--- src/hw/rtl/rfp_pkg.sv ---
// ----------------------------------------------------------------------------
// Relocation fixup patcher package
// Shared widths, codes, masks and pipeline word types.
// ----------------------------------------------------------------------------
package rfp_pkg;

  localparam int ADDR_W   = 64;
  localparam int WORD_W   = 32;
  localparam int OP_W     = 4;
  localparam int PLAN_W   = 3;
  localparam int SLOT_W   = 12;
  localparam int STATUS_W = 3;
  localparam int SIZE_W   = 2;
  localparam int DKIND_W  = 2;
  localparam int CFG_AW   = 4;
  localparam int CFG_DW   = 64;

  localparam logic [OP_W-1:0] OP_NONE         = 4'd0;
  localparam logic [OP_W-1:0] OP_X86_ABS64    = 4'd1;
  localparam logic [OP_W-1:0] OP_X86_PC32     = 4'd2;
  localparam logic [OP_W-1:0] OP_X86_GOTPCREL = 4'd3;
  localparam logic [OP_W-1:0] OP_A64_ABS64    = 4'd4;
  localparam logic [OP_W-1:0] OP_A64_CALL26   = 4'd5;
  localparam logic [OP_W-1:0] OP_A64_ADRP     = 4'd6;
  localparam logic [OP_W-1:0] OP_A64_ADD_LO12 = 4'd7;
  localparam logic [OP_W-1:0] OP_A64_LD64_LO12 = 4'd8;
  localparam logic [OP_W-1:0] OP_A64_LD32_LO12 = 4'd9;

  localparam logic [PLAN_W-1:0] PLAN_STATIC   = 3'd0;
  localparam logic [PLAN_W-1:0] PLAN_RELATIVE = 3'd1;
  localparam logic [PLAN_W-1:0] PLAN_DYN_ABS  = 3'd2;
  localparam logic [PLAN_W-1:0] PLAN_PLT      = 3'd3;
  localparam logic [PLAN_W-1:0] PLAN_GOT      = 3'd4;

  localparam logic [STATUS_W-1:0] ST_OK         = 3'd0;
  localparam logic [STATUS_W-1:0] ST_UNRESOLVED = 3'd1;
  localparam logic [STATUS_W-1:0] ST_RANGE      = 3'd2;
  localparam logic [STATUS_W-1:0] ST_PLAN       = 3'd3;
  localparam logic [STATUS_W-1:0] ST_KIND       = 3'd4;

  localparam logic [SIZE_W-1:0] WS_NONE  = 2'd0;
  localparam logic [SIZE_W-1:0] WS_FOUR  = 2'd1;
  localparam logic [SIZE_W-1:0] WS_EIGHT = 2'd2;

  localparam logic [DKIND_W-1:0] DK_NONE     = 2'd0;
  localparam logic [DKIND_W-1:0] DK_RELATIVE = 2'd1;
  localparam logic [DKIND_W-1:0] DK_SYMBOLIC = 2'd2;

  localparam logic [WORD_W-1:0] RT_X86_ABS64    = 32'd1;
  localparam logic [WORD_W-1:0] RT_X86_RELATIVE = 32'd8;
  localparam logic [WORD_W-1:0] RT_A64_ABS64    = 32'd257;
  localparam logic [WORD_W-1:0] RT_A64_RELATIVE = 32'd1027;

  localparam logic [WORD_W-1:0] MASK_B26  = 32'h03FF_FFFF;
  localparam logic [WORD_W-1:0] MASK_LO12 = 32'h003F_FC00;
  localparam logic [WORD_W-1:0] MASK_ADRP = 32'h60FF_FFE0;

  localparam logic [ADDR_W-1:0] PLT_HDR_X86 = 64'd16;
  localparam logic [ADDR_W-1:0] PLT_HDR_A64 = 64'd32;

  localparam logic [CFG_AW-1:0] CFG_GOT_ADDR = 4'h0;
  localparam logic [CFG_AW-1:0] CFG_PLT_ADDR = 4'h8;

  typedef struct packed {
    logic [OP_W-1:0]   op;
    logic [PLAN_W-1:0] plan;
    logic [SLOT_W-1:0] slot;
    logic [ADDR_W-1:0] sym_address;
    logic              sym_defined;
    logic              sym_dynamic;
    logic              sym_weak;
    logic              sym_redirected;
    logic [ADDR_W-1:0] addend;
    logic [ADDR_W-1:0] place_address;
    logic [WORD_W-1:0] old_word;
    logic [WORD_W-1:0] dyn_sym_index;
  } rfp_rec_t;

  typedef struct packed {
    logic [OP_W-1:0]     op;
    logic [PLAN_W-1:0]   plan;
    logic [ADDR_W-1:0]   target;
    logic [ADDR_W-1:0]   addend;
    logic [ADDR_W-1:0]   place;
    logic [WORD_W-1:0]   word;
    logic [WORD_W-1:0]   dsym;
    logic [STATUS_W-1:0] status;
  } rfp_tgt_t;

  typedef struct packed {
    logic [OP_W-1:0]     op;
    logic [PLAN_W-1:0]   plan;
    logic [ADDR_W-1:0]   sa;
    logic [ADDR_W-1:0]   addend;
    logic [ADDR_W-1:0]   place;
    logic [WORD_W-1:0]   word;
    logic [WORD_W-1:0]   dsym;
    logic [STATUS_W-1:0] status;
  } rfp_sum_t;

  typedef struct packed {
    logic [OP_W-1:0]     op;
    logic [PLAN_W-1:0]   plan;
    logic [ADDR_W-1:0]   sa;
    logic [ADDR_W-1:0]   diff;
    logic [ADDR_W-1:0]   addend;
    logic [WORD_W-1:0]   word;
    logic [WORD_W-1:0]   dsym;
    logic [STATUS_W-1:0] status;
  } rfp_diff_t;

  typedef struct packed {
    logic [ADDR_W-1:0]   new_value;
    logic [SIZE_W-1:0]   write_size;
    logic [STATUS_W-1:0] status;
    logic [DKIND_W-1:0]  dyn_kind;
    logic [ADDR_W-1:0]   dyn_info;
    logic [ADDR_W-1:0]   dyn_addend;
  } rfp_res_t;

endpackage

--- src/hw/rtl/rfp_cfg_regs.sv ---
// ----------------------------------------------------------------------------
// Relocation fixup patcher configuration registers
// APB-style register file holding the GOT and PLT base addresses.
// ----------------------------------------------------------------------------
module rfp_cfg_regs
  import rfp_pkg::*;
(
  input  logic              clk,
  input  logic              rst_n,
  input  logic              psel,
  input  logic              penable,
  input  logic              pwrite,
  input  logic [CFG_AW-1:0] paddr,
  input  logic [CFG_DW-1:0] pwdata,
  output logic [CFG_DW-1:0] prdata,
  output logic              pready,
  output logic [ADDR_W-1:0] got_base,
  output logic [ADDR_W-1:0] plt_base
);

  logic [ADDR_W-1:0] got_base_r;
  logic [ADDR_W-1:0] plt_base_r;
  logic              wr_en;
  logic              sel_plt;

  assign pready  = 1'b1;
  assign wr_en   = psel && penable && pwrite && pready;
  // Registers sit on 8-byte boundaries; only the doubleword select bit decodes.
  assign sel_plt = paddr[3] == CFG_PLT_ADDR[3];

  always_ff @(posedge clk) begin
    if (!rst_n) begin
      got_base_r <= '0;
      plt_base_r <= '0;
    end else if (wr_en) begin
      if (sel_plt) begin
        plt_base_r <= pwdata;
      end else begin
        got_base_r <= pwdata;
      end
    end
  end

  assign prdata   = sel_plt ? plt_base_r : got_base_r;
  assign got_base = got_base_r;
  assign plt_base = plt_base_r;

endmodule

--- config.mk ---
export PLATFORM = sky130hd
export DESIGN_NAME = rfp_cfg_regs
export DESIGN_NICKNAME = d
export VERILOG_FILES = /design/src/hw/rtl/rfp_pkg.sv /design/src/hw/rtl/rfp_cfg_regs.sv
export SDC_FILE = /design/constraint.sdc
export NUM_CORES = 1
export LEC_CHECK = 0
export ABC_AREA = 1
export BUFFER_PORTS_ARGS = -buffer_cell sky130_fd_sc_hd__buf_2
export CELL_PAD_IN_SITES_DETAIL_PLACEMENT = 0
export CELL_PAD_IN_SITES_GLOBAL_PLACEMENT = 2
export CORE_MARGIN = 5
export CORE_UTILIZATION = 23
export CTS_CLUSTER_DIAMETER = 60
export DETAILED_ROUTE_END_ITERATION = 10
export PLACE_DENSITY = 0.79
export SLEW_MARGIN = 0
export SYNTH_ARGS = -nofsm -noshare
export SYNTH_HDL_FRONTEND = slang
export SYNTH_SLANG_ARGS = --single-unit
--- constraint.sdc ---
create_clock -name clk -period 1.2 [get_ports clk]
set_clock_uncertainty 0.15 [all_clocks]
set_input_delay 0 -clock clk [delete_from_list [all_inputs] [get_ports clk]]
set_output_delay 0 -clock clk [all_outputs]
set_load 0.02 [all_outputs]
==> results.toml <==
[setup_path]
r2r_start = "got_base[28]"
r2r.worst_path.cells = 3
cp.arrival_ps = 1030
worstSetupEndpointType = "output pin"
required_ps = 1050
rr_endpoint = "got_base[28]"
worstSetupPathType = "reg2out"
crit_end = "prdata[40]"
critPathLaunch = "got_base[40]"
startpoint_type = "flip-flop"
cp_max_fo = 3
r2r_slack_ps = 360

[power_and_ir_drop]
ir_worst_vdd_uv = 834
p_leak_nw = 5.05
total_power_mw = 12.4
powerDensity_nw_per_um2 = 1260

[route]
drt_wl_total_mm = 21.9
drt-pass1-iter-count = 4
vias = 6796
wl_per_cell_um = 13.4
drc_errors = 0
drt-vias-per-instance = 4.17
ant_nets = 0
drtIter0Drc = 315

[final_layout]
layout_common_cells = "nand2_1, nor2_1, buf_2, nand3_1, dfxtp_2"
fin_util_pct = 38.0
final_area_sq_um = 9810
layout-drive-gt1-share_pct = 37.0
final_common_cell = "nand2_1"
n_fill_cell = 2842
fin_nets = 1355
areaGrowthSynthToFinish_pct = 63.6
final_cells = 1631

[clock_tree]
cts_sinks = 128
cts_tree = "yes"
hold_buffers = 65
cts_max_path_buffers = 2
path_clk_slew_ps = 60
root_buffer = "clkbuf_16"
h-tree-depth = 4
worstSkewPairLatency_ps = 400
cts_made_buffers = 17

[timing]
slew_violations = 0
final_hold_viol_count = 2
fin_crit_ps = 1180
fmax_mhz = 848
setup_violations = 0
whs_ps = -168
grt_setup_unrepaired = "yes"
period_share_pct = 98.2
worst_slack_ps = 21.1
fin_setup_tns_ps = 0

[placed_design]
port-buffer-count = 261
dp.cells = 1528
dpl_cell_area_sq_um = 7790
pre_cts_slack_ps = 48.4
gp_congestion = 0.745
place_hpwl_mm = 14.7

[global_route]
overflow = 0
grt_max_degree = 71
grt_pass1_wl_mm = 34.4
grt_usage_pct = 14.6
antenna_found_initial = 0
grt_pass1_vias = 6432

[min_path]
min_path_type = "in2reg"

[floorplan]
initial_core_util_pct = 23.2
core_sq_um = 25800
die_h_um = 171
die_area_sq_um = 29400
pin_count = 266
row_count = 59
chipWidth_um = 171

[status]
status = "complete, but fails checks"
violations = "hold timing"

[synthesis]
yosysWarnings = 0
syn_avg_cell_area_sq_um = 6.16
ys_seq_elements = 128
syn_inst = 973
ys_seq_area_share_pct = 42.7
yosysUniqueCellTypes = 13
syn_area_sq_um = 6000
postSynthNetCount = 1046

[flow_run]
cap_violations = 0
## state kept, by name (all words and copies together), names as in the netlist
| signal | count |
|---|---|
| got_base | 64 |
| plt_base | 64 |
## repair_timing
| item | CTS | global route |
|---|---|---|
| pin swaps | 6 | 26 |
| setup buffers | 0 | 5 |
| endpoints found under the setup margin | 64 | 64 |
| hold endpoints to repair | 128 | 2 |
| cloned | 0 | 0 |
| resized for setup | 192 | 96 |
## how the worst min path moves through the flow
| stage | startpoint | cells after the start | slack (ps) | endpoint |
|---|---|---|---|---|
| after floorplan | paddr[3] | 3 | 50 | got_base[57] |
| after global placement | pwdata[27] | 5 | 180 | got_base[27] |
| after detailed placement | pwdata[13] | 5 | 180 | plt_base[13] |
| after CTS | paddr[3] | 4 | -190 | plt_base[34] |
| after global routing | paddr[3] | 4 | -150 | plt_base[34] |
| final | paddr[3] | 4 | -170 | plt_base[34] |
## cell type report
type / instances / area, sq um / share of cell area, %
diodes: 1 / 2.50 / 0.0255
clock buffers: 20 / 447 / 4.55
clock inverters: 12 / 230 / 2.35
inverters: 66 / 250 / 2.55
multi-input cells: 710 / 2910 / 29.7
flip-flops and latches: 128 / 2740 / 27.9
well taps: 335 / 419 / 4.27
repair buffers: 359 / 2810 / 28.6
## metal layers
metal  GRT usage, %  part of all wire [%]  routed length, um  up-vias
li1               -                     -                  -     3556
met1           19.3                    48              10400     3046
met2           23.5                    45               9960      174
met3           3.45                   5.6               1230       20
met4           4.51                   1.4                298        0
met5              0                     0                  0        -
## synth_stat cells (all sizes together)
master,instances,area (sq um)
buf,54,283
nand3,129,651
nand2,321,1200
nor2,259,987
inv,66,248
dfxtp,128,2560
clkbuf,15,56.3
conb,1,3.75
## logic make-up after synthesis
kind of cell,after synthesis,synth area share (%)
simple gates,709,47.4
flops,128,42.7
buf+inv,135,9.79
other cells,1,0.0625
## power by group
group	internal, mW	total [mW]	switching (mW)
Clock	3.98	5.98	2.00
Combinational	0.793	1.86	1.07
Sequential	4.42	4.55	0.130
Total	9.19	12.4	3.20
## critical path, stage by stage (launching register included)
cell	delay, ps
dfxtp_2	340
nand2_1	50
nand2_1	100
buf_6	120
(Power assumes the default switching activity.)
