File: src/hw/rtl/rfp_pkg.sv
// ----------------------------------------------------------------------------
// Relocation fixup patcher package
// Shared widths, codes, masks and pipeline word types.
// ----------------------------------------------------------------------------
package rfp_pkg;

  localparam int ADDR_W   = 64;
  localparam int WORD_W   = 32;
  localparam int OP_W     = 4;
  localparam int PLAN_W   = 3;
  localparam int SLOT_W   = 12;
  localparam int STATUS_W = 3;
  localparam int SIZE_W   = 2;
  localparam int DKIND_W  = 2;
  localparam int CFG_AW   = 4;
  localparam int CFG_DW   = 64;

  localparam logic [OP_W-1:0] OP_NONE         = 4'd0;
  localparam logic [OP_W-1:0] OP_X86_ABS64    = 4'd1;
  localparam logic [OP_W-1:0] OP_X86_PC32     = 4'd2;
  localparam logic [OP_W-1:0] OP_X86_GOTPCREL = 4'd3;
  localparam logic [OP_W-1:0] OP_A64_ABS64    = 4'd4;
  localparam logic [OP_W-1:0] OP_A64_CALL26   = 4'd5;
  localparam logic [OP_W-1:0] OP_A64_ADRP     = 4'd6;
  localparam logic [OP_W-1:0] OP_A64_ADD_LO12 = 4'd7;
  localparam logic [OP_W-1:0] OP_A64_LD64_LO12 = 4'd8;
  localparam logic [OP_W-1:0] OP_A64_LD32_LO12 = 4'd9;

  localparam logic [PLAN_W-1:0] PLAN_STATIC   = 3'd0;
  localparam logic [PLAN_W-1:0] PLAN_RELATIVE = 3'd1;
  localparam logic [PLAN_W-1:0] PLAN_DYN_ABS  = 3'd2;
  localparam logic [PLAN_W-1:0] PLAN_PLT      = 3'd3;
  localparam logic [PLAN_W-1:0] PLAN_GOT      = 3'd4;

  localparam logic [STATUS_W-1:0] ST_OK         = 3'd0;
  localparam logic [STATUS_W-1:0] ST_UNRESOLVED = 3'd1;
  localparam logic [STATUS_W-1:0] ST_RANGE      = 3'd2;
  localparam logic [STATUS_W-1:0] ST_PLAN       = 3'd3;
  localparam logic [STATUS_W-1:0] ST_KIND       = 3'd4;

  localparam logic [SIZE_W-1:0] WS_NONE  = 2'd0;
  localparam logic [SIZE_W-1:0] WS_FOUR  = 2'd1;
  localparam logic [SIZE_W-1:0] WS_EIGHT = 2'd2;

  localparam logic [DKIND_W-1:0] DK_NONE     = 2'd0;
  localparam logic [DKIND_W-1:0] DK_RELATIVE = 2'd1;
  localparam logic [DKIND_W-1:0] DK_SYMBOLIC = 2'd2;

  localparam logic [WORD_W-1:0] RT_X86_ABS64    = 32'd1;
  localparam logic [WORD_W-1:0] RT_X86_RELATIVE = 32'd8;
  localparam logic [WORD_W-1:0] RT_A64_ABS64    = 32'd257;
  localparam logic [WORD_W-1:0] RT_A64_RELATIVE = 32'd1027;

  localparam logic [WORD_W-1:0] MASK_B26  = 32'h03FF_FFFF;
  localparam logic [WORD_W-1:0] MASK_LO12 = 32'h003F_FC00;
  localparam logic [WORD_W-1:0] MASK_ADRP = 32'h60FF_FFE0;

  localparam logic [ADDR_W-1:0] PLT_HDR_X86 = 64'd16;
  localparam logic [ADDR_W-1:0] PLT_HDR_A64 = 64'd32;

  localparam logic [CFG_AW-1:0] CFG_GOT_ADDR = 4'h0;
  localparam logic [CFG_AW-1:0] CFG_PLT_ADDR = 4'h8;

  typedef struct packed {
    logic [OP_W-1:0]   op;
    logic [PLAN_W-1:0] plan;
    logic [SLOT_W-1:0] slot;
    logic [ADDR_W-1:0] sym_address;
    logic              sym_defined;
    logic              sym_dynamic;
    logic              sym_weak;
    logic              sym_redirected;
    logic [ADDR_W-1:0] addend;
    logic [ADDR_W-1:0] place_address;
    logic [WORD_W-1:0] old_word;
    logic [WORD_W-1:0] dyn_sym_index;
  } rfp_rec_t;

  typedef struct packed {
    logic [OP_W-1:0]     op;
    logic [PLAN_W-1:0]   plan;
    logic [ADDR_W-1:0]   target;
    logic [ADDR_W-1:0]   addend;
    logic [ADDR_W-1:0]   place;
    logic [WORD_W-1:0]   word;
    logic [WORD_W-1:0]   dsym;
    logic [STATUS_W-1:0] status;
  } rfp_tgt_t;

  typedef struct packed {
    logic [OP_W-1:0]     op;
    logic [PLAN_W-1:0]   plan;
    logic [ADDR_W-1:0]   sa;
    logic [ADDR_W-1:0]   addend;
    logic [ADDR_W-1:0]   place;
    logic [WORD_W-1:0]   word;
    logic [WORD_W-1:0]   dsym;
    logic [STATUS_W-1:0] status;
  } rfp_sum_t;

  typedef struct packed {
    logic [OP_W-1:0]     op;
    logic [PLAN_W-1:0]   plan;
    logic [ADDR_W-1:0]   sa;
    logic [ADDR_W-1:0]   diff;
    logic [ADDR_W-1:0]   addend;
    logic [WORD_W-1:0]   word;
    logic [WORD_W-1:0]   dsym;
    logic [STATUS_W-1:0] status;
  } rfp_diff_t;

  typedef struct packed {
    logic [ADDR_W-1:0]   new_value;
    logic [SIZE_W-1:0]   write_size;
    logic [STATUS_W-1:0] status;
    logic [DKIND_W-1:0]  dyn_kind;
    logic [ADDR_W-1:0]   dyn_info;
    logic [ADDR_W-1:0]   dyn_addend;
  } rfp_res_t;

endpackage

File: src/hw/rtl/rfp_arith.sv
// ----------------------------------------------------------------------------
// Relocation fixup patcher address arithmetic
// Two stages: target plus addend, then the PC-relative or page difference.
// ----------------------------------------------------------------------------
module rfp_arith
  import rfp_pkg::*;
(
  input  logic      clk,
  input  logic      rst_n,
  input  logic      in_valid,
  output logic      in_ready,
  input  rfp_tgt_t  in_tgt,
  output logic      out_valid,
  input  logic      out_ready,
  output rfp_diff_t out_diff
);

  logic              sum_valid_r;
  logic              sum_ready;
  rfp_sum_t          sum_r;
  rfp_sum_t          sum_nxt;
  logic              diff_valid_r;
  rfp_diff_t         diff_r;
  rfp_diff_t         diff_nxt;
  logic              is_adrp;
  logic [ADDR_W-1:0] lhs;
  logic [ADDR_W-1:0] rhs;

  always_comb begin
    sum_nxt.op     = in_tgt.op;
    sum_nxt.plan   = in_tgt.plan;
    sum_nxt.sa     = in_tgt.target + in_tgt.addend;
    sum_nxt.addend = in_tgt.addend;
    sum_nxt.place  = in_tgt.place;
    sum_nxt.word   = in_tgt.word;
    sum_nxt.dsym   = in_tgt.dsym;
    sum_nxt.status = in_tgt.status;
  end

  assign in_ready = !sum_valid_r || sum_ready;

  always_ff @(posedge clk) begin
    if (!rst_n) begin
      sum_valid_r <= 1'b0;
    end else if (in_ready) begin
      sum_valid_r <= in_valid;
    end
  end

  always_ff @(posedge clk) begin
    if (in_valid && in_ready) begin
      sum_r <= sum_nxt;
    end
  end

  // ADRP works on 4 KiB page numbers of both the target and the place.
  assign is_adrp = sum_r.op == OP_A64_ADRP;
  assign lhs     = is_adrp ? {sum_r.sa[ADDR_W-1:12], 12'b0} : sum_r.sa;
  assign rhs     = is_adrp ? {sum_r.place[ADDR_W-1:12], 12'b0} : sum_r.place;

  always_comb begin
    diff_nxt.op     = sum_r.op;
    diff_nxt.plan   = sum_r.plan;
    diff_nxt.sa     = sum_r.sa;
    diff_nxt.diff   = lhs - rhs;
    diff_nxt.addend = sum_r.addend;
    diff_nxt.word   = sum_r.word;
    diff_nxt.dsym   = sum_r.dsym;
    diff_nxt.status = sum_r.status;
  end

  assign sum_ready = !diff_valid_r || out_ready;

  always_ff @(posedge clk) begin
    if (!rst_n) begin
      diff_valid_r <= 1'b0;
    end else if (sum_ready) begin
      diff_valid_r <= sum_valid_r;
    end
  end

  always_ff @(posedge clk) begin
    if (sum_valid_r && sum_ready) begin
      diff_r <= diff_nxt;
    end
  end

  assign out_valid = diff_valid_r;
  assign out_diff  = diff_r;

endmodule

File: config.mk
export PLATFORM = sky130hd
export DESIGN_NAME = rfp_arith
export DESIGN_NICKNAME = d
export VERILOG_FILES = /design/src/hw/rtl/rfp_pkg.sv /design/src/hw/rtl/rfp_arith.sv
export SDC_FILE = /design/constraint.sdc
export NUM_CORES = 1
export LEC_CHECK = 0
export BUFFER_PORTS_ARGS = -buffer_cell sky130_fd_sc_hd__buf_4
export CELL_PAD_IN_SITES_DETAIL_PLACEMENT = 1
export CELL_PAD_IN_SITES_GLOBAL_PLACEMENT = 1
export CORE_UTILIZATION = 44
export CTS_CLUSTER_SIZE = 16
export DETAILED_ROUTE_END_ITERATION = 12
export GPL_TIMING_DRIVEN = 1
export PLACE_DENSITY = 0.86
export SYNTH_ARGS = -nofsm -noshare
export SYNTH_HDL_FRONTEND = slang
export SYNTH_SLANG_ARGS = --single-unit
File: constraint.sdc
create_clock -name clk -period 16.85 [get_ports clk]
set_input_delay 2.5275 -clock clk [delete_from_list [all_inputs] [get_ports clk]]
set_output_delay 2.5275 -clock clk [all_outputs]
set_load 0.005 [all_outputs]
==> results by group <==
Synthesis
  – Mapped Area: 24000 µm²
  – Mean Syn Cell Area: 13.8 µm²
  – Top_reg_cell synth: edfxtp_1
  – Cell count after synthesis: 1744
  – Synth Warn #: 0
  – Sequential share of the synthesized area: 66.8%
  – Post-synth EDFFs: 532
  – Async set-reset flop share out of synthesis: 0%
  – Cell variety after synth: 79
  – Synthesized Nets: 2142
  – Synthesis-stage register bit count: 534

Placed design
  – Port Buf Inserts: 537
  – Final HPWL DP: 58100 µm
  – Final RePlAce weighted congestion: 0.902
  – Dpl ws: 10600 ps

Run status
  – Status: completed

Setup path
  – Critical path depth in cells: 4
  – CP Data Required Time: 14320 ps
  – Reg2reg setup slack: 11630 ps
  – CP most frequent cell: buf_4
  – Critical path startpoint: out_ready
  – Setup crit end: in_ready
  – Buf/Inv on CP: 2
  – Critical R2R Launch: diff_nxt[262]
  – Setup CP Type: in2out
  – CP max stage delay: 330 ps
  – Critical path's slowest cell: nor2b_1
  – Crit end category: primary output
  – Cells along the critical path: buf_4 -> nor2b_1 -> nand2_1 -> buf_4
  – Reg2reg path depth: 15
  – R2R Path End: out_diff[193]
  – Cell family with most CP delay: simple AND/OR/NAND/NOR gates
  – CP max FO: 4
  – Critical path arrival: 3270 ps
  – Startpoint types: input port

Final layout
  – Fin util: 56.8%
  – # nets final: 2682
  – Layout Area Growth over Synthesis: 27.4%
  – Layout cells sized above 1: 28.1%

Drt
  – DRC: 0
  – Routed vias/inst: 5.55
  – DR WL/cell: 25.1 µm
  – Routed Wire Length: 76100 µm
  – First-pass DRT Iterations: 5
  – Final ANT Viol Nets: 0
  – Iter 0 DRT Violations: 1021
  – Via count: 16800

Clock network
  – H-tree Lvls: 2
  – Total CTS buffers: 57
  – Clock sinks: 534
  – CTS max path bufs: 3
  – Hold_buf cts: 0
  – Clock tree from TritonCTS: yes
  – Post-CTS Setup Bufs: 0
  – Root cell of the clock tree: clkbuf_16
  – Worst-Skew Late Latency: 610 ps
  – CTS resizes: 0
  – CTS clk-pin slew, worst paths: 60 ps

Global routing
  – Vias in the first global route: 17900
  – Initial antenna violation count: 8
  – Total grt overflow: 0
  – Gr usage total: 26.8%
  – Largest net degree at the start of global routing: 74
  – First-pass GRT wire length: 112000 µm

Power and ir drop
  – P_leak: 12.4 nW
  – PwrDens: 118 nW/µm²
  – Max VDD drop: 0.0825 mV
  – Pwr Total: 0.00361 W

Floorplan
  – Ports: 538
  – Die span in y: 236 µm
  – Row cnt: 85
  – Initial Util: 44.6%
  – Core area: 53800 µm²
  – Die Footprint: 55500 µm²
  – Die W: 236 µm

STA
  – Final Setup Violations: 0
  – Fin crit period: 5800 ps
  – Final setup margin: 11050 ps
  – Slew margin rel.: 29.1%
  – F_max: 172 MHz
  – Hold Vio Cnt, Final: 0
  – Setup_tns: 0 ps
  – Clk_skew: 28.8 ps
  – Period utilization: 34.4%
  – Worst Tran Pin Value: 1060 ps
  – Pins over their slew limit: 0
  – Unrepaired setup endpoints after global routing: false
  – Hold Slack: 411 ps

Job
  – Max_cap viols: 0

Min path
  – Hold Path Class: reg2reg
## cells in the mapped netlist, types with 3 or more instances
cell type  instances  area share, %
a22oi_1            5           0.16
o211ai_1          10           0.31
o41ai_1            3           0.11
and3_1             9           0.23
inv_1             90            1.4
or3_1              8           0.21
a31o_2             3           0.11
nor4_1             4           0.10
buf_2              7           0.15
nor3_1            19           0.40
nand2b_1          15           0.39
ha_1             126            6.6
nand2_1          101            1.6
a221oi_2           4           0.25
a211o_1            4           0.15
nor2b_1           17           0.44
and4_1             5           0.18
o21ai_0           66            1.4
a211oi_1          15           0.47
xor2_1            39            1.4
o21a_1            12           0.38
a21oi_1          151            3.2
nand3_1           27           0.56
nor2_1            80            1.3
edfxtp_1         532             67
o21bai_1          26           0.81
a31oi_1           18           0.47
or2_2              4           0.10
o31ai_1           11           0.34
o22ai_1            3          0.078
clkbuf_1          52           0.81
a221oi_1           5           0.18
o21ai_1            6           0.13
and2_1            20           0.52
nand4_1           44            1.1
a21o_1            74            2.3
xnor2_1           78            2.8
## report_power, final
part / total, W / switching [W] / internal, W
Combinational: 0.000683 / 0.000399 / 0.000285
Sequential: 0.00166 / 0.0000540 / 0.00161
Clock: 0.00126 / 0.000524 / 0.000737
## cells in the final DEF (no fill, tap or decap), types with 66 or more instances in the layout
master / n
nor2_1: 80
a21o_1: 74
inv_1: 90
a21oi_1: 151
ha_1: 126
edfxtp_1: 532
o21ai_0: 66
buf_4: 544
nand2_1: 101
xnor2_1: 78
## cells by family (layout without fill, tap and decap cells)
| family | count (synthesis) | in the layout | synth area share (%) |
|---|---|---|---|
| buf+inv | 153 | 738 | 2.48 |
| xor+xnor | 117 | 117 | 4.27 |
| mux | 2 | 2 | 0.0887 |
| compound gates | 452 | 452 | 12.4 |
| fa+ha+maj | 128 | 128 | 6.74 |
| other cells | 0 | 8 | 0 |
| simple gates | 358 | 358 | 7.31 |
| flops | 534 | 534 | 66.8 |
## per-layer routing
layer  up-vias  track usage (%)  routed length (µm)
li1       7694                -                   -
met1      8414             33.7               31200
met2       585             46.0               38000
met3       144             4.21                3800
met4         0             11.3                3160
met5         -                0                   0
## how the worst min path moves through the flow
stage | to | slack, ps | cells after the start | from
4_1_cts | out_diff[130] | 420 | 0 | diff_nxt[130]
3_5_place_dp | out_diff[88] | 410 | 0 | diff_nxt[88]
6_report | out_diff[17] | 410 | 0 | diff_nxt[17]
5_1_grt | out_diff[77] | 420 | 0 | diff_nxt[77]
3_3_place_gp | out_diff[33] | 400 | 0 | diff_nxt[33]
2_1_floorplan | out_diff[0] | 400 | 0 | diff_nxt[0]
## layout make-up
cell class	instances	area, µm²
multi-input cells	1057	7390
repair buffers	544	4080
fillers	5361	23200
diodes	8	20.0
flip-flops and latches	534	16000
clock inverters	32	347
well taps	696	871
clock buffers	72	1500
inverters	90	338
## registers in the layout, indices dropped and copies added, names as in the netlist
| name | count |
|---|---|
| sum_r | 64 |
| sum_valid_r | 1 |
| out_diff | 266 |
| out_valid | 1 |
| diff_nxt | 202 |
## through the flow
stage / cells / instance area, µm²
2_1_floorplan: 1744 / 24000
3_3_place_gp: 2921 / 28700
3_5_place_dp: 2921 / 28700
4_1_cts: 3025 / 30500
5_1_grt: 3031 / 30600
6_report: 3033 / 30600
No activity file was read; power rests on OpenSTA's default activity.
