**src/hw/rtl/rfp_pkg.sv**
```systemverilog
// ----------------------------------------------------------------------------
// Relocation fixup patcher package
// Shared widths, codes, masks and pipeline word types.
// ----------------------------------------------------------------------------
package rfp_pkg;

  localparam int ADDR_W   = 64;
  localparam int WORD_W   = 32;
  localparam int OP_W     = 4;
  localparam int PLAN_W   = 3;
  localparam int SLOT_W   = 12;
  localparam int STATUS_W = 3;
  localparam int SIZE_W   = 2;
  localparam int DKIND_W  = 2;
  localparam int CFG_AW   = 4;
  localparam int CFG_DW   = 64;

  localparam logic [OP_W-1:0] OP_NONE         = 4'd0;
  localparam logic [OP_W-1:0] OP_X86_ABS64    = 4'd1;
  localparam logic [OP_W-1:0] OP_X86_PC32     = 4'd2;
  localparam logic [OP_W-1:0] OP_X86_GOTPCREL = 4'd3;
  localparam logic [OP_W-1:0] OP_A64_ABS64    = 4'd4;
  localparam logic [OP_W-1:0] OP_A64_CALL26   = 4'd5;
  localparam logic [OP_W-1:0] OP_A64_ADRP     = 4'd6;
  localparam logic [OP_W-1:0] OP_A64_ADD_LO12 = 4'd7;
  localparam logic [OP_W-1:0] OP_A64_LD64_LO12 = 4'd8;
  localparam logic [OP_W-1:0] OP_A64_LD32_LO12 = 4'd9;

  localparam logic [PLAN_W-1:0] PLAN_STATIC   = 3'd0;
  localparam logic [PLAN_W-1:0] PLAN_RELATIVE = 3'd1;
  localparam logic [PLAN_W-1:0] PLAN_DYN_ABS  = 3'd2;
  localparam logic [PLAN_W-1:0] PLAN_PLT      = 3'd3;
  localparam logic [PLAN_W-1:0] PLAN_GOT      = 3'd4;

  localparam logic [STATUS_W-1:0] ST_OK         = 3'd0;
  localparam logic [STATUS_W-1:0] ST_UNRESOLVED = 3'd1;
  localparam logic [STATUS_W-1:0] ST_RANGE      = 3'd2;
  localparam logic [STATUS_W-1:0] ST_PLAN       = 3'd3;
  localparam logic [STATUS_W-1:0] ST_KIND       = 3'd4;

  localparam logic [SIZE_W-1:0] WS_NONE  = 2'd0;
  localparam logic [SIZE_W-1:0] WS_FOUR  = 2'd1;
  localparam logic [SIZE_W-1:0] WS_EIGHT = 2'd2;

  localparam logic [DKIND_W-1:0] DK_NONE     = 2'd0;
  localparam logic [DKIND_W-1:0] DK_RELATIVE = 2'd1;
  localparam logic [DKIND_W-1:0] DK_SYMBOLIC = 2'd2;

  localparam logic [WORD_W-1:0] RT_X86_ABS64    = 32'd1;
  localparam logic [WORD_W-1:0] RT_X86_RELATIVE = 32'd8;
  localparam logic [WORD_W-1:0] RT_A64_ABS64    = 32'd257;
  localparam logic [WORD_W-1:0] RT_A64_RELATIVE = 32'd1027;

  localparam logic [WORD_W-1:0] MASK_B26  = 32'h03FF_FFFF;
  localparam logic [WORD_W-1:0] MASK_LO12 = 32'h003F_FC00;
  localparam logic [WORD_W-1:0] MASK_ADRP = 32'h60FF_FFE0;

  localparam logic [ADDR_W-1:0] PLT_HDR_X86 = 64'd16;
  localparam logic [ADDR_W-1:0] PLT_HDR_A64 = 64'd32;

  localparam logic [CFG_AW-1:0] CFG_GOT_ADDR = 4'h0;
  localparam logic [CFG_AW-1:0] CFG_PLT_ADDR = 4'h8;

  typedef struct packed {
    logic [OP_W-1:0]   op;
    logic [PLAN_W-1:0] plan;
    logic [SLOT_W-1:0] slot;
    logic [ADDR_W-1:0] sym_address;
    logic              sym_defined;
    logic              sym_dynamic;
    logic              sym_weak;
    logic              sym_redirected;
    logic [ADDR_W-1:0] addend;
    logic [ADDR_W-1:0] place_address;
    logic [WORD_W-1:0] old_word;
    logic [WORD_W-1:0] dyn_sym_index;
  } rfp_rec_t;

  typedef struct packed {
    logic [OP_W-1:0]     op;
    logic [PLAN_W-1:0]   plan;
    logic [ADDR_W-1:0]   target;
    logic [ADDR_W-1:0]   addend;
    logic [ADDR_W-1:0]   place;
    logic [WORD_W-1:0]   word;
    logic [WORD_W-1:0]   dsym;
    logic [STATUS_W-1:0] status;
  } rfp_tgt_t;

  typedef struct packed {
    logic [OP_W-1:0]     op;
    logic [PLAN_W-1:0]   plan;
    logic [ADDR_W-1:0]   sa;
    logic [ADDR_W-1:0]   addend;
    logic [ADDR_W-1:0]   place;
    logic [WORD_W-1:0]   word;
    logic [WORD_W-1:0]   dsym;
    logic [STATUS_W-1:0] status;
  } rfp_sum_t;

  typedef struct packed {
    logic [OP_W-1:0]     op;
    logic [PLAN_W-1:0]   plan;
    logic [ADDR_W-1:0]   sa;
    logic [ADDR_W-1:0]   diff;
    logic [ADDR_W-1:0]   addend;
    logic [WORD_W-1:0]   word;
    logic [WORD_W-1:0]   dsym;
    logic [STATUS_W-1:0] status;
  } rfp_diff_t;

  typedef struct packed {
    logic [ADDR_W-1:0]   new_value;
    logic [SIZE_W-1:0]   write_size;
    logic [STATUS_W-1:0] status;
    logic [DKIND_W-1:0]  dyn_kind;
    logic [ADDR_W-1:0]   dyn_info;
    logic [ADDR_W-1:0]   dyn_addend;
  } rfp_res_t;

endpackage

```
**src/hw/rtl/rfp_target.sv**
```systemverilog
// ----------------------------------------------------------------------------
// Relocation fixup patcher target stage
// Decodes the record, selects the PLT, GOT or symbol target and early status.
// ----------------------------------------------------------------------------
module rfp_target
  import rfp_pkg::*;
(
  input  logic              clk,
  input  logic              rst_n,
  input  logic              in_valid,
  output logic              in_ready,
  input  rfp_rec_t          in_rec,
  input  logic [ADDR_W-1:0] got_base,
  input  logic [ADDR_W-1:0] plt_base,
  output logic              out_valid,
  input  logic              out_ready,
  output rfp_tgt_t          out_tgt
);

  logic              valid_r;
  rfp_tgt_t          tgt_r;
  rfp_tgt_t          tgt_nxt;
  logic [ADDR_W-1:0] plt_target;
  logic [ADDR_W-1:0] got_target;
  logic [ADDR_W-1:0] plt_hdr;
  logic              local_def;
  logic              dyn_nz;
  logic              undef_weak;

  assign plt_hdr    = (in_rec.op == OP_A64_CALL26) ? PLT_HDR_A64 : PLT_HDR_X86;
  assign plt_target = plt_base + plt_hdr + {{(ADDR_W-SLOT_W-4){1'b0}}, in_rec.slot, 4'b0};
  assign got_target = got_base + {{(ADDR_W-SLOT_W-3){1'b0}}, in_rec.slot, 3'b0};
  assign local_def  = in_rec.sym_defined && !in_rec.sym_dynamic;
  assign dyn_nz     = in_rec.sym_dynamic && (in_rec.sym_address != '0);
  assign undef_weak = !in_rec.sym_defined && in_rec.sym_weak;

  always_comb begin
    tgt_nxt.op     = in_rec.op;
    tgt_nxt.plan   = in_rec.plan;
    tgt_nxt.target = '0;
    tgt_nxt.addend = in_rec.addend;
    tgt_nxt.place  = in_rec.place_address;
    tgt_nxt.word   = in_rec.old_word;
    tgt_nxt.dsym   = in_rec.dyn_sym_index;
    tgt_nxt.status = ST_OK;
    unique case (in_rec.op)
      OP_NONE: begin
      end
      OP_X86_ABS64, OP_A64_ABS64: begin
        if (in_rec.op == OP_X86_ABS64 && in_rec.sym_redirected) begin
          tgt_nxt.op = OP_NONE;
        end else if (in_rec.plan != PLAN_DYN_ABS) begin
          tgt_nxt.target = in_rec.sym_address;
        end
      end
      OP_X86_PC32: begin
        priority if (in_rec.plan == PLAN_PLT) begin
          tgt_nxt.target = plt_target;
        end else if (in_rec.plan == PLAN_GOT) begin
          tgt_nxt.target = got_target;
        end else if (local_def || dyn_nz) begin
          tgt_nxt.target = in_rec.sym_address;
        end else if (undef_weak) begin
          tgt_nxt.target = '0;
        end else begin
          tgt_nxt.status = ST_UNRESOLVED;
        end
      end
      OP_X86_GOTPCREL: begin
        if (in_rec.plan == PLAN_GOT) begin
          tgt_nxt.target = got_target;
        end else begin
          tgt_nxt.status = ST_PLAN;
        end
      end
      OP_A64_CALL26: begin
        priority if (in_rec.plan == PLAN_PLT) begin
          tgt_nxt.target = plt_target;
        end else if (local_def) begin
          tgt_nxt.target = in_rec.sym_address;
        end else if (undef_weak) begin
          tgt_nxt.target = '0;
        end else begin
          tgt_nxt.status = ST_UNRESOLVED;
        end
      end
      OP_A64_ADRP, OP_A64_ADD_LO12, OP_A64_LD64_LO12, OP_A64_LD32_LO12: begin
        priority if (in_rec.plan == PLAN_GOT) begin
          tgt_nxt.target = got_target;
        end else if (local_def) begin
          tgt_nxt.target = in_rec.sym_address;
        end else if (undef_weak) begin
          tgt_nxt.target = '0;
        end else begin
          tgt_nxt.status = ST_UNRESOLVED;
        end
      end
      default: begin
        tgt_nxt.status = ST_KIND;
      end
    endcase
  end

  assign in_ready = !valid_r || out_ready;

  always_ff @(posedge clk) begin
    if (!rst_n) begin
      valid_r <= 1'b0;
    end else if (in_ready) begin
      valid_r <= in_valid;
    end
  end

  always_ff @(posedge clk) begin
    if (in_valid && in_ready) begin
      tgt_r <= tgt_nxt;
    end
  end

  assign out_valid = valid_r;
  assign out_tgt   = tgt_r;

endmodule

```
**config.mk**
```make
export PLATFORM = sky130hd
export DESIGN_NAME = rfp_target
export DESIGN_NICKNAME = d
export VERILOG_FILES = /design/src/hw/rtl/rfp_pkg.sv /design/src/hw/rtl/rfp_target.sv
export SDC_FILE = /design/constraint.sdc
export NUM_CORES = 1
export LEC_CHECK = 0
export ABC_AREA = 0
export BUFFER_PORTS_ARGS = -buffer_cell sky130_fd_sc_hd__buf_2
export CORE_AREA = 2 2 261 263
export CTS_BUF_LIST = sky130_fd_sc_hd__clkbuf_4 sky130_fd_sc_hd__clkbuf_8 sky130_fd_sc_hd__clkbuf_16
export DETAILED_ROUTE_END_ITERATION = 10
export DIE_AREA = 0 0 263 265
export PLACE_DENSITY = 0.51
export SETUP_SLACK_MARGIN = 0.1
export SKIP_CTS_REPAIR_TIMING = 1
export SYNTH_ARGS = -nofsm -noshare
export SYNTH_HDL_FRONTEND = slang
export SYNTH_SLANG_ARGS = --single-unit
export TNS_END_PERCENT = 30
```
**constraint.sdc**
```tcl
create_clock -name clk -period 16.7 [get_ports clk]
set_input_delay 2.505 -clock clk [delete_from_list [all_inputs] [get_ports clk]]
set_output_delay 2.505 -clock clk [all_outputs]
set_load 0.005 [all_outputs]
```
==> results by group <==
Yosys
  – Ys flop type: edfxtp_1
  – Cell variety after synth: 75
  – Post-synthesis sequential area ratio: 0.576
  – Area contributors post-synth: edfxtp_1, xnor2_1, o21ai_0
  – Yosys top cell area share: 0.574
  – Post-synth EDFFs: 266
  – Post-synth ARST share: 0
  – Post-Syn Nets: 1640
  – Mapped Cells: 1191
  – Yosys reg bits: 267
  – Largest area contributor in the synthesized netlist: edfxtp_1
  – Mapped cell area: 13900 um^2
  – YS warnings: 0
  – Syn_area_per_cell: 11.7 um^2

Critical path
  – Critical path type: primary input to flop
  – Worst setup EP type: flop
  – Worst setup SP type: primary input
  – Crit Path Max Fanout: 12
  – Reg2reg start: out_valid
  – Critical path origin: in_rec[276]
  – Crit path DAT: 6.61 ns
  – Worst EP required: 17.05 ns

Timing
  – Fin crit period: 6.26 ns
  – Fin. max-slew vios: 0
  – Endpoints failing setup: 0
  – Worst slew pin tran: 1.33 ns
  – Fin. Hold Viols: 0
  – Setup TNS: 0 ns
  – Max Clock Skew: 0.0210 ns
  – RSZ-0062 raised after global routing: no
  – Max-slew headroom: 0.113
  – Final period util: 0.375
  – Max Fclk: 160 MHz

GRT
  – Initial antenna violation count: 40
  – First-pass GRT wire length: 116 mm
  – Grt ovf: 0
  – Total track usage: 0.239
  – Largest net degree at the start of global routing: 75
  – Number of global-route vias before repair: 13.6k

Place
  – DP HPWL: 72.0 mm
  – Placed Cells: 2712
  – Port Buffers: 678
  – GPL Wtd Cong: 0.924

Route
  – First-pass iteration count of the detailed router: 5
  – Routed WL: 87.0 mm
  – Vias: 14.0k
  – Routed length per instance: 31.3 um
  – Residual DRC: 0
  – Initial drt markers: 1308
  – DRT antenna net count: 0
  – Vias per Instance: 5.04

Outcome
  – Status: complete, no violations

Floorplanning
  – Starting Density: 0.208
  – Total Die Area: 69700 um^2
  – # IOs: 679
  – Die Span X: 263 um
  – Die Y: 265 um
  – # rows: 95
  – Core area: 66800 um^2

Worst hold path
  – HP Class: flop to flop
  – Hold Path Origin: out_valid

Clock tree
  – CTS tree: yes
  – Total clock sinks: 267
  – Clk root buf: clkbuf_16
  – Worst-path clk slew: 0.07 ns
  – Number of CTS-inserted buffers: 31
  – Clock tree buffer depth: 3
  – H-tree depth: 1
  – Clock Latency Late Sink: 0.59 ns

Run
  – Number of max-cap violations: 0

Finish
  – Commonest non-fill, non-tap cell in the layout: buf_2
  – Util after Layout: 0.290
  – Commonest non-fill, non-tap cells in the layout: buf_2, edfxtp_1, o21ai_0, nand2_1, a21oi_1
  – Layout cells sized above 1: 0.410
  – Filler cells: 7102
  – Total Nets Final: 2321
  – Final Non-Filler Cells: 2778
  – Area growth syn-to-layout: 39.3%

Power and ir drop
  – PD cells: 92.9 nW/um^2
  – Peak VDD IR: 0.0000691 V
  – Leak: 7.78 nW
-- sequential cells by signal, summed over array words and instances, names as in the netlist --
register	cells
out_tgt	266
out_valid	1
-- worst max-delay path, stage by stage --
cell	delay (ns)
buf_2	0.15
nor2_1	0.07
and3_1	0.33
fa_1	0.55
ha_1	0.21
a211oi_1	0.12
o211ai_1	0.27
nand2_1	0.28
a21oi_1	1.08
nand2_1	0.16
xor2_1	0.42
a211oi_1	0.14
a211o_1	0.30
-- path summary, 6_finish.rpt --
| check | to | slack, ns | depth (start not counted) |
|---|---|---|---|
| setup / recovery | out_tgt[241] | 10.44 | 13 |
| setup reg to reg | out_tgt[205] | 13.92 | 4 |
| hold reg to reg | out_valid | 0.55 | 2 |
| hold / removal | out_valid | 0.55 | 2 |
-- per-stage QoR --
stage	hold WS (ns)	instance area, um^2	setup slack (ns)	total power, mW
after floorplan	0.537	13900	7.33	0.939
after global placement	0.516	18400	9.87	1.13
after detailed placement	0.547	18400	9.94	1.13
after CTS	0.554	19400	10.56	1.82
after global routing	0.586	19400	10.22	1.86
final	0.548	19400	10.44	1.80
-- per-layer routing --
layer | wire length, um | vias up | track usage
met5 | 267 | - | 0
met4 | 3490 | 42 | 0.0820
met3 | 7180 | 170 | 0.0646
met2 | 45100 | 811 | 0.445
met1 | 31100 | 6941 | 0.259
li1 | - | 6025 | -
-- layout make-up --
| type | instances | area, um^2 | area share |
|---|---|---|---|
| Inverter | 29 | 109 | 0.00562 |
| Antenna cell | 9 | 22.5 | 0.00116 |
| Tap cell | 873 | 1090 | 0.0564 |
| Timing Repair Buffer | 698 | 3540 | 0.183 |
| Clock inverter | 24 | 186 | 0.00962 |
| Multi-Input combinational cell | 845 | 5630 | 0.290 |
| Clock buffer | 33 | 791 | 0.0408 |
| Sequential cell | 267 | 8010 | 0.413 |
-- Yosys cell counts (all sizes together) (7+ instances only) --
| master | count |
|---|---|
| o221ai | 7 |
| o21ai | 98 |
| a21oi | 74 |
| inv | 29 |
| ha | 34 |
| nor4 | 22 |
| a221oi | 22 |
| clkbuf | 38 |
| nand2b | 11 |
| a22oi | 30 |
| nand4 | 44 |
| nor3 | 7 |
| xnor2 | 68 |
| nand2 | 89 |
| a21o | 8 |
| nand3 | 51 |
| edfxtp | 266 |
| nor2b | 8 |
| o211ai | 14 |
| xor2 | 41 |
| a211oi | 18 |
| a2111oi | 8 |
| nor2 | 70 |
| buf | 12 |
| and2 | 8 |
| and3 | 26 |
-- power breakdown --
group	switching, mW	leakage (nW)	internal, mW	total, mW
combinational	0.195	4.71	0.114	0.309
sequential	0.0162	2.60	0.789	0.806
clock	0.322	0.469	0.363	0.685
-- cells by family (layout without fill, tap and decap cells) --
group           after synthesis  in the layout  share of synthesized area
simple gates                354            354                      0.130
compound gates              340            340                      0.164
flops                       267            267                      0.576
xor+xnor                    109            109                     0.0686
buf+inv                      79            784                     0.0220
fa+ha+maj                    38             38                     0.0363
mux                           4              4                    0.00306
other cells                   0              9                          0
Note: power is estimated with default switching activity, not from simulation.
