[config.mk]
export PLATFORM = sky130hd
export DESIGN_NAME = rfp_pack
export DESIGN_NICKNAME = d
export VERILOG_FILES = /design/src/hw/rtl/rfp_pkg.sv /design/src/hw/rtl/rfp_pack.sv
export SDC_FILE = /design/constraint.sdc
export NUM_CORES = 1
export LEC_CHECK = 0
export ABC_CLOCK_PERIOD_IN_PS = 10850
export BUFFER_PORTS_ARGS = -buffer_cell sky130_fd_sc_hd__buf_2
export CAP_MARGIN = 20
export CORE_AREA = 2 2 186 188
export CTS_CLUSTER_DIAMETER = 60
export DETAILED_ROUTE_END_ITERATION = 16
export DIE_AREA = 0 0 188 190
export PLACE_DENSITY = 0.47
export SYNTH_ARGS = -nofsm -noshare
export SYNTH_HDL_FRONTEND = slang
export SYNTH_SLANG_ARGS = --single-unit
[constraint.sdc]
create_clock -name clk -period 10.85 [get_ports clk]
set_clock_uncertainty 0.15 [all_clocks]
set_input_delay 3.255 -clock clk [delete_from_list [all_inputs] [get_ports clk]]
set_output_delay 3.255 -clock clk [all_outputs]
set_load 0.1 [all_outputs]
[src/hw/rtl/rfp_pkg.sv]
// ----------------------------------------------------------------------------
// Relocation fixup patcher package
// Shared widths, codes, masks and pipeline word types.
// ----------------------------------------------------------------------------
package rfp_pkg;

  localparam int ADDR_W   = 64;
  localparam int WORD_W   = 32;
  localparam int OP_W     = 4;
  localparam int PLAN_W   = 3;
  localparam int SLOT_W   = 12;
  localparam int STATUS_W = 3;
  localparam int SIZE_W   = 2;
  localparam int DKIND_W  = 2;
  localparam int CFG_AW   = 4;
  localparam int CFG_DW   = 64;

  localparam logic [OP_W-1:0] OP_NONE         = 4'd0;
  localparam logic [OP_W-1:0] OP_X86_ABS64    = 4'd1;
  localparam logic [OP_W-1:0] OP_X86_PC32     = 4'd2;
  localparam logic [OP_W-1:0] OP_X86_GOTPCREL = 4'd3;
  localparam logic [OP_W-1:0] OP_A64_ABS64    = 4'd4;
  localparam logic [OP_W-1:0] OP_A64_CALL26   = 4'd5;
  localparam logic [OP_W-1:0] OP_A64_ADRP     = 4'd6;
  localparam logic [OP_W-1:0] OP_A64_ADD_LO12 = 4'd7;
  localparam logic [OP_W-1:0] OP_A64_LD64_LO12 = 4'd8;
  localparam logic [OP_W-1:0] OP_A64_LD32_LO12 = 4'd9;

  localparam logic [PLAN_W-1:0] PLAN_STATIC   = 3'd0;
  localparam logic [PLAN_W-1:0] PLAN_RELATIVE = 3'd1;
  localparam logic [PLAN_W-1:0] PLAN_DYN_ABS  = 3'd2;
  localparam logic [PLAN_W-1:0] PLAN_PLT      = 3'd3;
  localparam logic [PLAN_W-1:0] PLAN_GOT      = 3'd4;

  localparam logic [STATUS_W-1:0] ST_OK         = 3'd0;
  localparam logic [STATUS_W-1:0] ST_UNRESOLVED = 3'd1;
  localparam logic [STATUS_W-1:0] ST_RANGE      = 3'd2;
  localparam logic [STATUS_W-1:0] ST_PLAN       = 3'd3;
  localparam logic [STATUS_W-1:0] ST_KIND       = 3'd4;

  localparam logic [SIZE_W-1:0] WS_NONE  = 2'd0;
  localparam logic [SIZE_W-1:0] WS_FOUR  = 2'd1;
  localparam logic [SIZE_W-1:0] WS_EIGHT = 2'd2;

  localparam logic [DKIND_W-1:0] DK_NONE     = 2'd0;
  localparam logic [DKIND_W-1:0] DK_RELATIVE = 2'd1;
  localparam logic [DKIND_W-1:0] DK_SYMBOLIC = 2'd2;

  localparam logic [WORD_W-1:0] RT_X86_ABS64    = 32'd1;
  localparam logic [WORD_W-1:0] RT_X86_RELATIVE = 32'd8;
  localparam logic [WORD_W-1:0] RT_A64_ABS64    = 32'd257;
  localparam logic [WORD_W-1:0] RT_A64_RELATIVE = 32'd1027;

  localparam logic [WORD_W-1:0] MASK_B26  = 32'h03FF_FFFF;
  localparam logic [WORD_W-1:0] MASK_LO12 = 32'h003F_FC00;
  localparam logic [WORD_W-1:0] MASK_ADRP = 32'h60FF_FFE0;

  localparam logic [ADDR_W-1:0] PLT_HDR_X86 = 64'd16;
  localparam logic [ADDR_W-1:0] PLT_HDR_A64 = 64'd32;

  localparam logic [CFG_AW-1:0] CFG_GOT_ADDR = 4'h0;
  localparam logic [CFG_AW-1:0] CFG_PLT_ADDR = 4'h8;

  typedef struct packed {
    logic [OP_W-1:0]   op;
    logic [PLAN_W-1:0] plan;
    logic [SLOT_W-1:0] slot;
    logic [ADDR_W-1:0] sym_address;
    logic              sym_defined;
    logic              sym_dynamic;
    logic              sym_weak;
    logic              sym_redirected;
    logic [ADDR_W-1:0] addend;
    logic [ADDR_W-1:0] place_address;
    logic [WORD_W-1:0] old_word;
    logic [WORD_W-1:0] dyn_sym_index;
  } rfp_rec_t;

  typedef struct packed {
    logic [OP_W-1:0]     op;
    logic [PLAN_W-1:0]   plan;
    logic [ADDR_W-1:0]   target;
    logic [ADDR_W-1:0]   addend;
    logic [ADDR_W-1:0]   place;
    logic [WORD_W-1:0]   word;
    logic [WORD_W-1:0]   dsym;
    logic [STATUS_W-1:0] status;
  } rfp_tgt_t;

  typedef struct packed {
    logic [OP_W-1:0]     op;
    logic [PLAN_W-1:0]   plan;
    logic [ADDR_W-1:0]   sa;
    logic [ADDR_W-1:0]   addend;
    logic [ADDR_W-1:0]   place;
    logic [WORD_W-1:0]   word;
    logic [WORD_W-1:0]   dsym;
    logic [STATUS_W-1:0] status;
  } rfp_sum_t;

  typedef struct packed {
    logic [OP_W-1:0]     op;
    logic [PLAN_W-1:0]   plan;
    logic [ADDR_W-1:0]   sa;
    logic [ADDR_W-1:0]   diff;
    logic [ADDR_W-1:0]   addend;
    logic [WORD_W-1:0]   word;
    logic [WORD_W-1:0]   dsym;
    logic [STATUS_W-1:0] status;
  } rfp_diff_t;

  typedef struct packed {
    logic [ADDR_W-1:0]   new_value;
    logic [SIZE_W-1:0]   write_size;
    logic [STATUS_W-1:0] status;
    logic [DKIND_W-1:0]  dyn_kind;
    logic [ADDR_W-1:0]   dyn_info;
    logic [ADDR_W-1:0]   dyn_addend;
  } rfp_res_t;

endpackage

[src/hw/rtl/rfp_pack.sv]
// ----------------------------------------------------------------------------
// Relocation fixup patcher pack stage
// Range checks, instruction field patching and dynamic record build.
// ----------------------------------------------------------------------------
module rfp_pack
  import rfp_pkg::*;
(
  input  logic      clk,
  input  logic      rst_n,
  input  logic      in_valid,
  output logic      in_ready,
  input  rfp_diff_t in_diff,
  output logic      out_valid,
  input  logic      out_ready,
  output rfp_res_t  out_res
);

  logic        valid_r;
  rfp_res_t    res_r;
  rfp_res_t    res_nxt;
  logic        fits32;
  logic        fits28;
  logic        fits33;
  logic [11:0] imm;
  logic [WORD_W-1:0] w;
  logic [STATUS_W-1:0] st;

  assign fits32 = (in_diff.diff[63:31] == '0) || (in_diff.diff[63:31] == '1);
  assign fits28 = (in_diff.diff[63:27] == '0) || (in_diff.diff[63:27] == '1);
  assign fits33 = (in_diff.diff[63:32] == '0) || (in_diff.diff[63:32] == '1);
  assign w      = in_diff.word;

  always_comb begin
    unique case (in_diff.op)
      OP_A64_LD64_LO12: imm = {3'b0, in_diff.sa[11:3]};
      OP_A64_LD32_LO12: imm = {2'b0, in_diff.sa[11:2]};
      default:          imm = in_diff.sa[11:0];
    endcase
  end

  always_comb begin
    res_nxt = '0;
    st      = in_diff.status;
    if (st == ST_OK) begin
      unique case (in_diff.op)
        OP_X86_ABS64, OP_A64_ABS64: begin
          res_nxt.new_value  = in_diff.sa;
          res_nxt.write_size = WS_EIGHT;
          if (in_diff.plan == PLAN_DYN_ABS) begin
            res_nxt.dyn_kind   = DK_SYMBOLIC;
            res_nxt.dyn_info   = {in_diff.dsym, (in_diff.op == OP_X86_ABS64) ?
                                  RT_X86_ABS64 : RT_A64_ABS64};
            res_nxt.dyn_addend = in_diff.addend;
          end else if (in_diff.plan == PLAN_RELATIVE) begin
            res_nxt.dyn_kind   = DK_RELATIVE;
            res_nxt.dyn_info   = {32'b0, (in_diff.op == OP_X86_ABS64) ?
                                  RT_X86_RELATIVE : RT_A64_RELATIVE};
            res_nxt.dyn_addend = in_diff.sa;
          end
        end
        OP_X86_PC32, OP_X86_GOTPCREL: begin
          if (fits32) begin
            res_nxt.new_value  = {32'b0, in_diff.diff[31:0]};
            res_nxt.write_size = WS_FOUR;
          end else begin
            st = ST_RANGE;
          end
        end
        OP_A64_CALL26: begin
          if (fits28) begin
            res_nxt.new_value  = {32'b0, (w & ~MASK_B26) | {6'b0, in_diff.diff[27:2]}};
            res_nxt.write_size = WS_FOUR;
          end else begin
            st = ST_RANGE;
          end
        end
        OP_A64_ADRP: begin
          if (fits33) begin
            res_nxt.new_value  = {32'b0, (w & ~MASK_ADRP) |
                                  {1'b0, in_diff.diff[13:12], 5'b0,
                                   in_diff.diff[32:14], 5'b0}};
            res_nxt.write_size = WS_FOUR;
          end else begin
            st = ST_RANGE;
          end
        end
        OP_A64_ADD_LO12, OP_A64_LD64_LO12, OP_A64_LD32_LO12: begin
          res_nxt.new_value  = {32'b0, (w & ~MASK_LO12) | {10'b0, imm, 10'b0}};
          res_nxt.write_size = WS_FOUR;
        end
        default: begin
        end
      endcase
    end
    if (st != ST_OK) begin
      res_nxt = '0;
    end
    res_nxt.status = st;
  end

  assign in_ready = !valid_r || out_ready;

  always_ff @(posedge clk) begin
    if (!rst_n) begin
      valid_r <= 1'b0;
    end else if (in_ready) begin
      valid_r <= in_valid;
    end
  end

  always_ff @(posedge clk) begin
    if (in_valid && in_ready) begin
      res_r <= res_nxt;
    end
  end

  assign out_valid = valid_r;
  assign out_res   = res_r;

endmodule

==> impl.org <==
** Outcome
- Outcome :: finished, final reports clean

** Die
- 471 I/O pins were placed.
- Die outline area :: 35720 um^2
- The die is 188 um wide.
- Starting density of the core :: 24.35%
- The floorplan has 68 rows.
- Placeable core region :: 33950 um^2
- Floorplan die height :: 190 um

** STA
- Measured against its own limit, the worst slew margin works out to 27.42%.
- Actual slew at the worst max-slew pin :: 1.089 ns
- Final cycle utilization of the critical path :: 67.30%
- Adding up every negative setup slack in the final design gives 0 ns.
- WHS :: 0.3961 ns
- The max-slew violation count came to 0.
- Setup slack closes at 3.548 ns.
- Setup repair after global routing missed its margin :: no
- Based on the critical path, the design can be clocked at up to 0.1369 GHz.
- Setup violation total in the final timing report :: 0
- The hold violation count in the final report came to 0.
- Final Critical Period :: 7.302 ns

** Synthesis
- By area the synthesized netlist is led by sky130_fd_sc_hd__edfxtp_1 (62%), sky130_fd_sc_hd__a22oi_1 (7.4%), sky130_fd_sc_hd__nor2_1 (3.4%), sky130_fd_sc_hd__buf_4 (2.7%), sky130_fd_sc_hd__and2_1 (2.6%).
- Counting flops with a built-in enable in the synthesized netlist gives 172.
- Summing every instance area after synthesis gives 8265 um^2.
- In the synthesized netlist the async set-or-reset flop fraction comes to 0%.
- Yosys instantiated no cell more often than sky130_fd_sc_hd__edfxtp_1.
- Count of cell types in the netlist :: 48
- Mean instance size in the synthesized netlist :: 12.12 um^2
- Post-synthesis instance total :: 682
- Post-synth top cells :: sky130_fd_sc_hd__edfxtp_1 (172), sky130_fd_sc_hd__a22oi_1 (82), sky130_fd_sc_hd__nor2_1 (74)
- Synth top area share :: 62.49%
- Cell taking the most area after synthesis :: sky130_fd_sc_hd__edfxtp_1
- For this run, the number of Yosys warnings is 0.
- Among all flip-flop cells after synthesis, the most frequent one is sky130_fd_sc_hd__edfxtp_1.
- Post-synthesis sequential area ratio :: 62.73%
- The synthesized design contains 173 register bits.

** Power and ir drop
- In this run switching power makes up 36.20% of total power.
- Internal Power :: 1.181 mW
- Pwr per Cell Area :: 163.4 nW/um^2
- Summed over all nets, the switching power comes to 0.6699 mW.
- Sequential cells account for 41.9% of the total power.
- The clock network is responsible for 34.0% of the overall power.
- Logic pwr share :: 24.1%
- Overall power after layout :: 1.851 mW
- Worst ir drop on vdd :: 0.09902 mV
- For this design the static power due to leakage is 4.552 nW.

** Clock tree
- Once the clock tree was built, the resizer swapped 0 gates to a different size.
- Maximum clock path buffer count :: 2
- Count of hold-fix buffers inserted at cts :: 0
- Clock insertion delay at the later pin of the skew report :: 0.43 ns
- Clock H-tree levels :: 4
- TritonCTS built the clock tree.
- Clock net sink count :: 173
- After clock tree synthesis, the clock-pin slew on the worst setup and hold paths is 0.07 ns.
- Clock root buffer :: sky130_fd_sc_hd__clkbuf_16
- In this run the post-CTS setup repair buffer count came out at 0.
- Clock tree synthesis inserted a total of 17 buffers.

** Placed design
- At the end of routability-driven placement, the weighted congestion stood at 0.8003.
- Detailed placer's ending HPWL :: 23650 um
- # port buffers :: 431
- Setup WS pre-CTS :: 3.546 ns
- Post-Place Cell Area :: 10730 um^2

** Routing
- Detailed router's first-iteration violation count :: 590
- Detailed Route WL :: 32360 um
- Before antenna repair, the detailed router went through 5 iterations.
- Remaining number of nets flagged by the antenna check after routing :: 0
- After detailed routing, the number of vias per cell comes to 4.802.
- In the final routed layout, each cell accounts on average for 20.76 um.
- Sum of met3 wire segment lengths after detailed routing :: 2519 um
- Detailed route wirelength on metal2 :: 16220 um
- Met1 Routed Length :: 13160 um
- Detailed routing inserted a total of 7487 vias.
- DR top layer :: met5
- In the routed design, unresolved DRC markers number 0.

** Min path
- Min-Delay Path Class :: flip-flop to flip-flop

** Cells and area
- Final Cell Area :: 11320 um^2
- Syn-to-layout area delta :: 37.01%
- Count of nets after finishing :: 1356
- Cells with a size suffix above 1 make up 44.86% of the layout.
- After filler insertion, the fill cell instance count of the layout stands at 3555.

** Critical path
- Critical path start-end classification :: input port to output pin
- STA classifies the critical path startpoint as an input port.
- STA classifies the critical path endpoint as an output pin.
- Critical path data required time :: 7.45 ns
- In this run the worst path has a maximum fanout of 3.
- Data arrival time of the critical path :: 3.90 ns

** GRT
- Global routing used 17.35% of the available tracks.
- After global routing the overflow that remains totals 0.
- Initial antenna violation count :: 8
- Via count of the first global-routing pass :: 7179
- The first global-routing pass estimated 45800 um of wire.
- Pin count of the biggest net entering global routing :: 80

** Run
- Across the run, the number of max-cap violations was 0.
-- power groups by stage --
stage                     Sequential (mW)  Clock, mW  Combinational (mW)
final                               0.776      0.629               0.447
after global routing                0.778      0.669               0.461
after CTS                           0.776      0.649               0.449
after detailed placement            0.791          0               0.449
after global placement              0.790          0               0.449
after floorplan                      1.04          0              0.0927
-- critical path, cell delays in order --
cell and delay (ns):
sky130_fd_sc_hd__buf_2 0.07, sky130_fd_sc_hd__nand2b_1 0.12, sky130_fd_sc_hd__buf_2 0.44
-- cell type report --
cell class / instances / area (um^2) / area share (%)
Sequential cell: 173 / 5185 / 45.79
Multi-Input combinational cell: 447 / 2704 / 23.88
Timing Repair Buffer: 445 / 2262 / 19.98
Tap cell: 455 / 569.3 / 5.027
Clock buffer: 18 / 429.2 / 3.790
Clock inverter: 14 / 155.1 / 1.370
Antenna cell: 5 / 12.51 / 0.1105
Inverter: 2 / 7.507 / 0.06629
-- worst paths after layout --
kind,from,to,slack [ns],cells after the start
setup / recovery,out_ready,in_ready,3.55,3
hold / removal,out_valid$_SDFFE_PN0N_,out_valid$_SDFFE_PN0N_,0.40,2
setup reg to reg,out_valid$_SDFFE_PN0N_,out_res[112]$_SDFFCE_PP0P_,8.45,3
hold reg to reg,out_valid$_SDFFE_PN0N_,out_valid$_SDFFE_PN0N_,0.40,2
-- through the flow --
step,util (%),instances
after global routing,33.34,1557
final,33.36,1559
after floorplan,-,708
after global placement,31.60,1522
after CTS,33.32,1554
after detailed placement,31.60,1522
-- routing by layer --
metal / track usage [%] / vias to the layer above
met2: 29.93 / 414
met1: 21.32 / 3628
li1: - / 3407
met3: 4.317 / 32
met4: 5.391 / 6
met5: 0 / -
-- kinds of logic after synthesis --
group                  synth area share [%]
other                               0.04537
AOI/OAI and AO/OA                     16.20
and+or+nand+nor                       15.05
buffers and inverters                 5.979
DFF                                   62.73
-- sequential cells by signal, summed over array words and instances, names as in the netlist --
register / count
out_valid: 1
out_res: 172
-- cell usage in the layout (no fill, tap or decap), types with 2 or more instances in the layout --
master and count:
sky130_fd_sc_hd__edfxtp_1 172, sky130_fd_sc_hd__clkinvlp_4 3, sky130_fd_sc_hd__conb_1 27, sky130_fd_sc_hd__a22oi_1 82, sky130_fd_sc_hd__nand4_1 13, sky130_fd_sc_hd__o31ai_1 4, sky130_fd_sc_hd__bufinv_16 2, sky130_fd_sc_hd__buf_2 431
sky130_fd_sc_hd__nor4_1 13, sky130_fd_sc_hd__nor2_2 2, sky130_fd_sc_hd__nor3_1 2, sky130_fd_sc_hd__a21oi_1 25, sky130_fd_sc_hd__nor4_2 2, sky130_fd_sc_hd__and2_1 33, sky130_fd_sc_hd__inv_6 5, sky130_fd_sc_hd__nor2_1 73
sky130_fd_sc_hd__o21ai_1 3, sky130_fd_sc_hd__nand2b_1 4, sky130_fd_sc_hd__or3_1 2, sky130_fd_sc_hd__buf_4 14, sky130_fd_sc_hd__inv_1 2, sky130_fd_sc_hd__clkbuf_16 17, sky130_fd_sc_hd__a221oi_1 9, sky130_fd_sc_hd__nand2_1 51
sky130_fd_sc_hd__a31oi_1 26, sky130_fd_sc_hd__o21ai_0 6, sky130_fd_sc_hd__and3_1 33, sky130_fd_sc_hd__diode_2 5, sky130_fd_sc_hd__o21a_1 2, sky130_fd_sc_hd__a222oi_1 12
Note: power is estimated with default switching activity, not from simulation.
